File: src/sv/ils_pkg.sv
package ils_pkg;

  // Default limit on figures in one literal
  localparam int unsigned ILS_MAX_FIGURES = 255;

  localparam int unsigned ValW = 63;
  localparam logic [ValW-1:0] VAL_MAX = {ValW{1'b1}};

  // Parse phases
  localparam logic [1:0] PH_IDLE = 2'd0;
  localparam logic [1:0] PH_ZERO = 2'd1;
  localparam logic [1:0] PH_FIG  = 2'd2;

  // Radix codes
  localparam logic [1:0] RX_DEC = 2'd0;
  localparam logic [1:0] RX_HEX = 2'd1;
  localparam logic [1:0] RX_BIN = 2'd2;
  localparam logic [1:0] RX_OCT = 2'd3;

  // Result status codes
  localparam logic [2:0] ST_OK    = 3'd0;
  localparam logic [2:0] ST_NAN   = 3'd1;
  localparam logic [2:0] ST_OCT89 = 3'd2;
  localparam logic [2:0] ST_OVF   = 3'd3;
  localparam logic [2:0] ST_MANY  = 3'd4;

  // Character codes
  localparam logic [7:0] CH_0 = 8'h30;
  localparam logic [7:0] CH_8 = 8'h38;
  localparam logic [7:0] CH_9 = 8'h39;
  localparam logic [7:0] CH_X = 8'h78;
  localparam logic [7:0] CH_B = 8'h62;

  typedef struct packed {
    logic [7:0] ch;
    logic       eos;
  } ils_item_t;

  typedef struct packed {
    logic [ValW-1:0] value;
    logic [2:0]      status;
    logic            consumed;
  } ils_result_t;

  // Figure value of a character: bit 4 set when it is 0-9, A-F or a-f
  function automatic logic [4:0] ils_fig_val(input logic [7:0] c);
    logic [7:0] d;
    logic [4:0] r;
    d = 8'h00;
    r = 5'h00;
    if (c >= 8'h30 && c <= 8'h39) begin
      d = c - 8'h30;
      r = {1'b1, d[3:0]};
    end else if (c >= 8'h41 && c <= 8'h46) begin
      d = c - 8'h37;
      r = {1'b1, d[3:0]};
    end else if (c >= 8'h61 && c <= 8'h66) begin
      d = c - 8'h57;
      r = {1'b1, d[3:0]};
    end
    return r;
  endfunction

endpackage

File: src/sv/ils_in_stage.sv
module ils_in_stage
  import ils_pkg::*;
(
  input  logic      clk,
  input  logic      rst_n,
  input  logic      in_valid,
  output logic      in_stall,
  input  logic [7:0] in_ch,
  input  logic      in_end_of_source,
  input  logic      adv,
  output logic      item_vld,
  output ils_item_t item
);

  logic      vld_r;
  ils_item_t item_r;

  // Hold the item while the core cannot advance
  assign in_stall = vld_r && !adv;

  always_ff @(posedge clk) begin
    if (!rst_n) begin
      vld_r <= 1'b0;
    end else if (!in_stall) begin
      vld_r <= in_valid;
    end
  end

  always_ff @(posedge clk) begin
    if (!in_stall && in_valid) begin
      item_r.ch  <= in_ch;
      item_r.eos <= in_end_of_source;
    end
  end

  assign item_vld = vld_r;
  assign item     = item_r;

endmodule

File: src/sv/ils_core.sv
module ils_core
  import ils_pkg::*;
#(
  parameter int unsigned MAX_FIGURES = ILS_MAX_FIGURES
) (
  input  logic        clk,
  input  logic        rst_n,
  input  logic        step,
  input  ils_item_t   item,
  output logic        res_vld,
  output ils_result_t res
);

  localparam int unsigned CntW = $clog2(MAX_FIGURES + 1);
  localparam logic [CntW-1:0] CntMax = CntW'(MAX_FIGURES);

  logic [1:0]      phase_r, phase_nxt;
  logic [1:0]      radix_r, radix_nxt;
  logic [ValW-1:0] acc_r, acc_nxt;
  logic            ovf_r, ovf_nxt;
  logic [CntW-1:0] cnt_r, cnt_nxt;

  logic [4:0]      fig;
  logic            is_dig;
  logic            fig_ok;
  logic            take;
  logic [1:0]      take_radix;
  logic [67:0]     prod;
  logic [67:0]     sum;
  logic            take_ovf;
  logic [ValW-1:0] take_acc;
  logic            emit;
  logic [2:0]      emit_st;
  logic [2:0]      finish_st;

  // Decode the character
  assign fig    = ils_fig_val(item.ch);
  assign is_dig = (item.ch >= CH_0) && (item.ch <= CH_9);

  always_comb begin
    case (radix_r)
      RX_HEX:  fig_ok = fig[4];
      RX_BIN:  fig_ok = fig[4] && (fig[3:0] <= 4'd1);
      RX_OCT:  fig_ok = fig[4] && (fig[3:0] <= 4'd7);
      default: fig_ok = fig[4] && (fig[3:0] <= 4'd9);
    endcase
  end

  // Multiply by the base with shifts, add the figure, saturate
  always_comb begin
    case (take_radix)
      RX_HEX:  prod = {1'b0, acc_r, 4'b0};
      RX_BIN:  prod = {4'b0, acc_r, 1'b0};
      RX_OCT:  prod = {2'b0, acc_r, 3'b0};
      default: prod = {2'b0, acc_r, 3'b0} + {4'b0, acc_r, 1'b0};
    endcase
  end

  assign sum      = prod + {64'b0, fig[3:0]};
  assign take_ovf = sum > {5'b0, VAL_MAX};
  assign take_acc = take_ovf ? VAL_MAX : sum[ValW-1:0];

  assign finish_st = (ovf_r || acc_r == VAL_MAX) ? ST_OVF : ST_OK;

  // Next state
  always_comb begin
    phase_nxt  = phase_r;
    radix_nxt  = radix_r;
    acc_nxt    = acc_r;
    ovf_nxt    = ovf_r;
    cnt_nxt    = cnt_r;
    take       = 1'b0;
    take_radix = radix_r;
    emit       = 1'b0;
    emit_st    = ST_OK;
    if (step) begin
      unique case (phase_r)
        PH_IDLE: begin
          if (item.eos || !is_dig) begin
            emit    = 1'b1;
            emit_st = ST_NAN;
          end else if (item.ch == CH_0) begin
            phase_nxt = PH_ZERO;
          end else begin
            take       = 1'b1;
            take_radix = RX_DEC;
            radix_nxt  = RX_DEC;
            phase_nxt  = PH_FIG;
          end
        end
        PH_ZERO: begin
          if (item.eos) begin
            emit    = 1'b1;
            emit_st = finish_st;
          end else if (item.ch == CH_X || item.ch == CH_B) begin
            radix_nxt = (item.ch == CH_X) ? RX_HEX : RX_BIN;
            phase_nxt = PH_FIG;
          end else if (is_dig) begin
            if (item.ch >= CH_8) begin
              emit    = 1'b1;
              emit_st = ST_OCT89;
            end else begin
              take       = 1'b1;
              take_radix = RX_OCT;
              radix_nxt  = RX_OCT;
              phase_nxt  = PH_FIG;
            end
          end else begin
            emit    = 1'b1;
            emit_st = finish_st;
          end
        end
        default: begin
          if (cnt_r >= CntMax) begin
            emit    = 1'b1;
            emit_st = ST_MANY;
          end else if (item.eos) begin
            emit    = 1'b1;
            emit_st = finish_st;
          end else if (!fig_ok) begin
            emit = 1'b1;
            if (radix_r == RX_OCT && (item.ch == CH_8 || item.ch == CH_9)) begin
              emit_st = ST_OCT89;
            end else begin
              emit_st = finish_st;
            end
          end else begin
            take      = 1'b1;
            phase_nxt = PH_FIG;
          end
        end
      endcase
    end
    if (take) begin
      acc_nxt = take_acc;
      ovf_nxt = ovf_r | take_ovf;
      cnt_nxt = cnt_r + 1'b1;
    end
    // Clear everything once a result leaves
    if (emit) begin
      phase_nxt = PH_IDLE;
      radix_nxt = RX_DEC;
      acc_nxt   = '0;
      ovf_nxt   = 1'b0;
      cnt_nxt   = '0;
    end
  end

  always_ff @(posedge clk) begin
    if (!rst_n) begin
      phase_r <= PH_IDLE;
      radix_r <= RX_DEC;
      acc_r   <= '0;
      ovf_r   <= 1'b0;
      cnt_r   <= '0;
    end else begin
      phase_r <= phase_nxt;
      radix_r <= radix_nxt;
      acc_r   <= acc_nxt;
      ovf_r   <= ovf_nxt;
      cnt_r   <= cnt_nxt;
    end
  end

  // Form the result
  assign res_vld      = emit;
  assign res.value    = (emit_st == ST_OK) ? acc_r : '0;
  assign res.status   = emit_st;
  assign res.consumed = 1'b0;

`ifndef ASSERT_OFF
  a_cnt_bound: assert property (@(posedge clk) disable iff (!rst_n)
    cnt_r <= CntMax)
    else $error("figure count above limit");

  a_idle_clear: assert property (@(posedge clk) disable iff (!rst_n)
    phase_r == PH_IDLE |-> (acc_r == '0 && cnt_r == '0 && !ovf_r && radix_r == RX_DEC))
    else $error("idle with stale state");

  a_ovf_sat: assert property (@(posedge clk) disable iff (!rst_n)
    ovf_r |-> acc_r == VAL_MAX)
    else $error("overflow flag without saturated value");

  a_err_zero: assert property (@(posedge clk) disable iff (!rst_n)
    (res_vld && res.status != ST_OK) |-> res.value == '0)
    else $error("error result carries a value");

  a_emit_idle: assert property (@(posedge clk) disable iff (!rst_n)
    res_vld |=> phase_r == PH_IDLE)
    else $error("no return to idle after result");
`endif

endmodule

File: src/sv/ils_out_stage.sv
module ils_out_stage
  import ils_pkg::*;
(
  input  logic            clk,
  input  logic            rst_n,
  input  logic            res_vld,
  input  ils_result_t     res,
  output logic            adv,
  output logic            out_valid,
  input  logic            out_stall,
  output logic [ValW-1:0] out_value,
  output logic [2:0]      out_status,
  output logic            out_char_consumed
);

  logic        vld_r;
  ils_result_t res_r;

  // Advance when the result register is empty or being drained
  assign adv = !vld_r || !out_stall;

  always_ff @(posedge clk) begin
    if (!rst_n) begin
      vld_r <= 1'b0;
    end else if (adv) begin
      vld_r <= res_vld;
    end
  end

  always_ff @(posedge clk) begin
    if (adv && res_vld) begin
      res_r <= res;
    end
  end

  assign out_valid         = vld_r;
  assign out_value         = res_r.value;
  assign out_status        = res_r.status;
  assign out_char_consumed = res_r.consumed;

endmodule

File: src/sv/integer_literal_scanner_top.sv
// Integer literal scanner.
// The input channel (in_valid / in_stall) carries one source character per
// item, in_ch, with in_end_of_source marking the end of the source. Feed the
// characters of a literal starting where a number may begin. The item that
// ends the literal (a character not valid for the base, or end of source)
// yields one result on the output channel (out_valid / out_stall): the
// value, a status (ok, not a number, octal 8/9, overflow, too many figures)
// and out_char_consumed, which is always 0, so present that character again.
// Throughput: one item per cycle, sustained, while the receiver keeps up.
// The ending item is held in the input register, the core forms the result
// from it combinationally, and the result register loads it when the output
// advances; each item needs one pass through the accumulate logic, a
// shift-and-add with saturation.
// Reset (rst_n low, synchronous) empties both registers and returns the
// scanner to idle with the value cleared. When the receiver stalls, the
// result register holds and in_stall rises once the input register is full;
// nothing is dropped.
module integer_literal_scanner_top
  import ils_pkg::*;
#(
  parameter int unsigned MAX_FIGURES = ILS_MAX_FIGURES
) (
  input  logic            clk,
  input  logic            rst_n,
  input  logic            in_valid,
  output logic            in_stall,
  input  logic [7:0]      in_ch,
  input  logic            in_end_of_source,
  output logic            out_valid,
  input  logic            out_stall,
  output logic [ValW-1:0] out_value,
  output logic [2:0]      out_status,
  output logic            out_char_consumed
);

  logic        adv;
  logic        item_vld;
  ils_item_t   item;
  logic        res_vld;
  ils_result_t res;

  ils_in_stage u_in (
    .clk              (clk),
    .rst_n            (rst_n),
    .in_valid         (in_valid),
    .in_stall         (in_stall),
    .in_ch            (in_ch),
    .in_end_of_source (in_end_of_source),
    .adv              (adv),
    .item_vld         (item_vld),
    .item             (item)
  );

  ils_core #(
    .MAX_FIGURES (MAX_FIGURES)
  ) u_core (
    .clk     (clk),
    .rst_n   (rst_n),
    .step    (item_vld && adv),
    .item    (item),
    .res_vld (res_vld),
    .res     (res)
  );

  ils_out_stage u_out (
    .clk               (clk),
    .rst_n             (rst_n),
    .res_vld           (res_vld),
    .res               (res),
    .adv               (adv),
    .out_valid         (out_valid),
    .out_stall         (out_stall),
    .out_value         (out_value),
    .out_status        (out_status),
    .out_char_consumed (out_char_consumed)
  );

endmodule
File: config.mk
export PLATFORM = sky130hd
export DESIGN_NAME = integer_literal_scanner_top
export DESIGN_NICKNAME = d
export VERILOG_FILES = /design/src/sv/ils_pkg.sv /design/src/sv/ils_in_stage.sv /design/src/sv/ils_core.sv /design/src/sv/ils_out_stage.sv /design/src/sv/integer_literal_scanner_top.sv
export SDC_FILE = /design/constraint.sdc
export NUM_CORES = 1
export LEC_CHECK = 0
export BUFFER_PORTS_ARGS = -buffer_cell sky130_fd_sc_hd__buf_4
export CAP_MARGIN = 20
export CORE_ASPECT_RATIO = 0.7
export CORE_MARGIN = 3
export CORE_UTILIZATION = 50
export CTS_CLUSTER_SIZE = 20
export DETAILED_ROUTE_END_ITERATION = 8
export GPL_TIMING_DRIVEN = 0
export PLACE_DENSITY = 0.67
export SKIP_LAST_GASP = 1
export SYNTH_ARGS = -nofsm -noshare
export SYNTH_HDL_FRONTEND = slang
export SYNTH_SLANG_ARGS = --single-unit
File: constraint.sdc
create_clock -name clk -period 17.1 [get_ports clk]
set_clock_uncertainty 0.1 [all_clocks]
set_input_delay 1.71 -clock clk [delete_from_list [all_inputs] [get_ports clk]]
set_output_delay 1.71 -clock clk [all_outputs]
set_load 0.01 [all_outputs]
-- Yosys cells after proc, flatten, opt, wreduce, memory -nomap -nowiden
Cells that the tools add are included.
- input port bits: 13
- output and inout bits: 69
- logic and storage cells: 139
- bits in registers: 153
- add/subtract/negate cells: 6
- bitwise logic cells: 2
- eq/ne operators: 19
- multiplexer cells: 61
- $lt $le $gt $ge: 12
- reduce and logical (&&, ||, !) cells: 28
- operators with widths (kind ; count):
    68-bit one-hot mux with 3 select lines ; 1
    68-bit by 4-bit adder with 68-bit output ; 1
    68-bit by 63-bit > comparator with 1-bit output, second input constant ; 1
    66-bit by 64-bit adder with 67-bit output ; 1
    63-bit == test, second input constant ; 1
    63-bit two-way mux ; 1
    2-bit two-way mux ; 21
    8-bit by 6-bit == test with 1-bit output, second input constant ; 3
    3-bit two-way mux ; 8
    1-bit two-way mux ; 20
    8-bit by 7-bit == test with 1-bit output, second input constant ; 2
    8-bit by 6-bit greater-or-equal comparator with 1-bit output, second input constant ; 2
    8-bit by 7-bit greater-or-equal comparator with 1-bit output, second input constant ; 2
    8-bit by 7-bit <= comparator with 1-bit output, second input constant ; 2
    5-bit two-way mux ; 3
    2-bit one-hot mux with 2 select lines ; 3
    1-bit logical AND ; 11
    8-bit by 1-bit adder with 8-bit output, second input constant ; 1
    2-bit == test, second input constant ; 4
    8-bit greater-or-equal comparator, second input constant ; 1
    8-bit by 6-bit <= comparator with 1-bit output, second input constant ; 1
    8-bit AND reduction ; 1
    4-bit by 3-bit subtractor with 4-bit output, second input constant ; 2
    2-bit by 1-bit == test with 1-bit output, second input constant ; 3
    other kinds (21) ; 32

-- Longest topological paths before layout
- depth in word-level cells: 14
- depth in mapped cells: 24
- depth with buffers taken out: 20

-- Hierarchy
From an unflattened synthesis, not the netlist that was laid out.
- cell total of the unflattened synthesis: 2010
- area total of the unflattened synthesis: 15371.0 µm²
- by module, submodules not included (module ; seq. area each (µm²) ; area each (µm²) ; times used ; cells an instance):
    ils_core ; 1521.5 ; 12993.7 ; 1 ; 1924
    ils_out_stage ; 2031.9 ; 2053.2 ; 1 ; 72
    ils_in_stage ; 290.3 ; 317.8 ; 1 ; 13
    integer_literal_scanner_top ; 0.0 ; 6.3 ; 1 ; 1

-- Worst setup path before layout
No wires, ideal clock.
- kind: input to register
- start point: input out_stall
- end point: register u_core.acc_r[0]
- stages on the path: 21
- buffers on the path: 5
- data required time: 16.864 ns
- slack: 10.214 ns
- arrival time: 6.650 ns
- setup time: 0.136 ns
- cells stage by stage: a21bo_2 buf_6 o41ai_4 buf_2 nand2_1 clkbuf_1 and2_1 ha_1 a21o_1 a21oi_1 or3_4 or4_1 buf_2 or4_4 nand2b_1 or3_4 nor4_4 nand3_1 a22oi_4 buf_6 a31oi_1
- word-level cells in the longest chain between the ends: 9
- elaborated cells between the ends (all ways): 14
- those cells by class: 1 x add/sub; 1 x order compare; 3 x eq/ne; 5 x mux; 4 x reduce/logical
- RTL lines (item ; line ; source):
    start, declared ; integer_literal_scanner_top.sv:30 ; input logic out_stall,
    1-bit logical NOT * ; ils_out_stage.sv:20 ; assign adv = !vld_r || !out_stall;
    1-bit logical OR * ; ils_out_stage.sv:20 ;
    1-bit logical AND * ; integer_literal_scanner_top.sv:59 ; .step (item_vld && adv),
    2-bit two-way mux ; ils_core.sv:76 ; if (step) begin
    2-bit == test or 2-bit by 1-bit == test with 1-bit output (tied branches) ; ils_core.sv:51 ; case (take_radix)
    68-bit one-hot mux with 3 select lines ; ils_core.sv:51 ;
    68-bit by 4-bit adder with 68-bit output ; ils_core.sv:59 ; assign sum = prod + {64'b0, fig[3:0]};
    68-bit by 63-bit > comparator with 1-bit output ; ils_core.sv:60 ; assign take_ovf = sum > {5'b0, VAL_MAX};
    63-bit two-way mux ; ils_core.sv:61 ; assign take_acc = take_ovf ? VAL_MAX : sum[ValW-1:0];
    end signal, assigned ; ils_core.sv:159 ; acc_r <= acc_nxt;
    end, declared ; ils_core.sv:19 ; logic [ValW-1:0] acc_r, acc_nxt;
Mark *: on every way between the ends. The rest lies on a longest branch, timed or not.
A chain may end at the register's enable or synchronous reset.

-- Worst setup path after layout
- start point: input out_stall
- end point: register u_core.acc_r[7]
The elaborated chain is that of the path after synthesis.

==> out/metrics.yaml <==
drtPass1Iterations: 9
synth_area_per_cell_sq_um: 7.643
cts_tree: "yes"
grt_max_degree: 37
first_iter_violations: 3025
r2r_cells: 23
synthArstFlopShare: 0
clk_path_buf_depth: 2
whs_ns: 0.3824
placementRows: 51
hold_viol: 0
syn_to_final_growth_pct: 11.59
nets: 2083
period_share: 0.4976
power_switching_share: 0.2768
clk_pin_slew_ns: 0.07
violations: "design-rule violations"
drc: 22
syn_nets: 1980
ys_types: 102
crit_chain: "buf_4, a21boi_2, o311a_1, nand2_1, clkbuf_1, nand2_1, clkbuf_1, nor2_1, nand2_1, o21ai_0, ha_1, a21oi_1, nor3_1, or4b_2, or4_1, clkbuf_1, or3b_2, nor2_1, nand4_1, a22oi_4, buf_6, a31oi_1"
gp_congestion: 1.056
critPathCaptureType: "register"
dieArea_sq_mm: 0.03108
final_cell_count_no_fill: 2382
rrSetupSlack_ns: 9.29
drv_cap: 0
path_class: "primary input to register"
htree_levels: 4
syn_inst: 1895
portBuffers: 80
post-place-cells: 2348
cp_max_fo: 10
mappedNetlistArea_sq_mm: 0.01448
holdPathStages: 2
diodes: 0
dp_hpwl_mm: 48.56
outcome: "finished with violations"
fmax_ghz: 0.1175
coreArea_sq_mm: 0.02814
initial_utilization: 0.5147
cts_resized: 0
grt_usage: 0.3745
post_cts_buffers: 0
clk_latency_ns: 0.44
slowest_delay_ns: 0.72
finalSetupViolCount: 0
p_switching_mw: 0.2345
final_max_slew_viol_count: 0
pwr-share-comb: 0.099
wl_mm: 60.40
rsz0062_at_grt: "no"
die_height_microns: 148.4
worstSetupStartpointType: "primary input"
hold-path-endpoint: "u_core.ovf_r"
vias: 16440
yosysTopAreaCellShare: 0.1555
yosysSeqAreaShare: 0.2633
drive_gt1_frac: 0.09547
ir_drop_uv: 48.83
drt-wirelength-per-cell_microns: 25.36
grt_pass1_vias: 14440
post-place-ws_ns: 8.475
die_w_microns: 209.4
grt_pass1_wl_mm: 89.33
setup_tns_ns: 0
period_needed_ns: 8.509
synth_edf_count: 75
worstReg2RegEnd: "u_core.acc_r[7]"
ctsRootBufferMaster: "clkbuf_16"
synth.area.top_cells: "edfxtp_1 16%, dfxtp_1 11%, a21oi_1 6.2%, ha_1 6.0%, o21ai_0 6.0%"
avgViaCountPerCell: 6.900
p_leak_nw: 5.699
ys_ff_latch: 153
pwr-share-clk: 0.431
min_path_type: "register to register"
io_pins: 82
timing.rr.start: "u_in.item[2]"
relSlewSlack: 0.2919
pwr-share-seq: 0.470
arrival_ns: 8.68
cts_buffers: 17
hp-start: "u_core.ovf_r"
overflow: 0
yosys.area.top_type: "edfxtp_1"
cts_hold_buffers: 0
drtAntennaViolNets: 0
antenna_found_initial: 0
synthFlopType: "dfxtp_1"
ys_warn_count: 0
cp.required_ns: 17.27
p_per_area_mw_per_mm2: 52.43
cp_top_family: "simple AND/OR/NAND/NOR gates"
critPathBufInv: 5
clkSinkCount: 153
slowest_stage: "or4b_2"
tightest_slew_ns: 1.056
intPower_mw: 0.6129
layout_setup_ws_ns: 8.591
[how the worst max path moves through the flow]
stage	startpoint	end	cells after the start
floorplan	out_stall	u_core.acc_r[0]	21
global placement	u_in.item[4]	u_core.acc_r[24]	16
detailed placement	out_stall	u_core.acc_r[7]	22
CTS	out_stall	u_core.acc_r[7]	22
global route	out_stall	u_core.acc_r[7]	22
finish	out_stall	u_core.acc_r[7]	22
[stage by stage]
step / utilization / power (mW) / cell area, sq um
global placement: 0.5525 / 0.4843 / 15550
finish: 0.5744 / 0.8475 / 16160
global route: 0.5744 / 0.8717 / 16160
detailed placement: 0.5539 / 0.4859 / 15590
CTS: 0.5737 / 0.8441 / 16140
floorplan: - / 0.4520 / 14480
[synth_stat cells, drive strengths merged, types with 27 or more instances]
cell type / number
a211oi: 28
a21oi: 180
a31oi: 75
and2: 64
buf: 31
clkbuf: 95
dfxtp: 78
edfxtp: 75
ha: 70
inv: 27
nand2: 176
nand3: 40
nand4: 66
nor2: 171
nor3: 44
o21ai: 178
xnor2: 42
xor2: 49
[tightest hold or removal path: stages, from the launching register on]
cell	delay, ns
dfxtp_1	0.33
nand2_1	0.06
o31ai_1	0.07
[kinds of logic after synthesis]
group | Yosys count | synth area share
AO/OA/AOI/OAI | 686 | 0.3041
adder cells (fa/ha/maj) | 72 | 0.06323
buffers and inverters | 154 | 0.04639
AND/OR/NAND/NOR | 722 | 0.2562
other | 1 | 0.0002589
multiplexers | 16 | 0.01149
flip-flops | 153 | 0.2633
XOR/XNOR | 91 | 0.05503
[registers in the layout, indices dropped and copies added, names as in the netlist]
register / count
u_core.cnt_r: 8
u_core.phase_r: 2
u_out.out_status: 3
u_in.item: 9
u_in.item_vld: 1
u_out.out_valid: 1
u_core.ovf_r: 1
u_core.acc_r: 63
u_core.radix_r: 2
u_out.out_value: 63
[power groups by stage]
| stage | sequential [mW] | combinational, mW | clock (mW) |
|---|---|---|---|
| 5_1_grt | 0.399 | 0.0882 | 0.385 |
| 3_5_place_dp | 0.406 | 0.0797 | 0 |
| 4_1_cts | 0.398 | 0.0800 | 0.366 |
| 6_report | 0.398 | 0.0837 | 0.366 |
| 3_3_place_gp | 0.407 | 0.0774 | 0 |
| 2_1_floorplan | 0.409 | 0.0432 | 0 |
[layout make-up]
class,count,area (sq um)
Clock inverter,14,128.9
Clock buffer,18,429.2
Fill cell,2693,11980
Multi-Input combinational cell,1588,10010
Sequential cell,153,3814
Buffer,126,566.8
Inverter,28,105.1
Timing Repair Buffer,84,643.1
Tap cell,371,464.2
[layout by cell type, fill, tap and decap left out, types with 7 or more instances in the layout]
cell       count
nand2b_1      20
xor2_1        49
or4_1         12
a31oi_1       75
inv_1         27
a211o_1        7
nor3b_1       12
a22oi_1       24
edfxtp_1      75
buf_2         16
nor3_1        43
a21oi_1      180
nor4_1        22
o21ai_0      173
a2111oi_0      9
dfxtp_1       78
and3_1        19
nand2_1      176
nor2_1       169
o31ai_1        7
a211oi_1      27
or2_2         10
clkbuf_1      96
buf_6          7
and2_1        64
o21a_1        15
ha_1          70
o22ai_1       24
nand3_1       40
or3_1         13
nor2b_1       17
buf_4         86
xnor2_1       42
nand4_1       65
clkbuf_16     17
o21bai_1       8
o211ai_1      23
a21o_1        20
mux2i_1       11
[routing by layer]
layer | vias to the layer above | track usage | wire length (microns)
met5 | - | 0 | 0
met3 | 111 | 0.1910 | 11610
met4 | 0 | 0.08331 | 1365
met2 | 1232 | 0.4624 | 21150
met1 | 7659 | 0.5644 | 26270
li1 | 7434 | - | -
(Power assumes the default switching activity.)
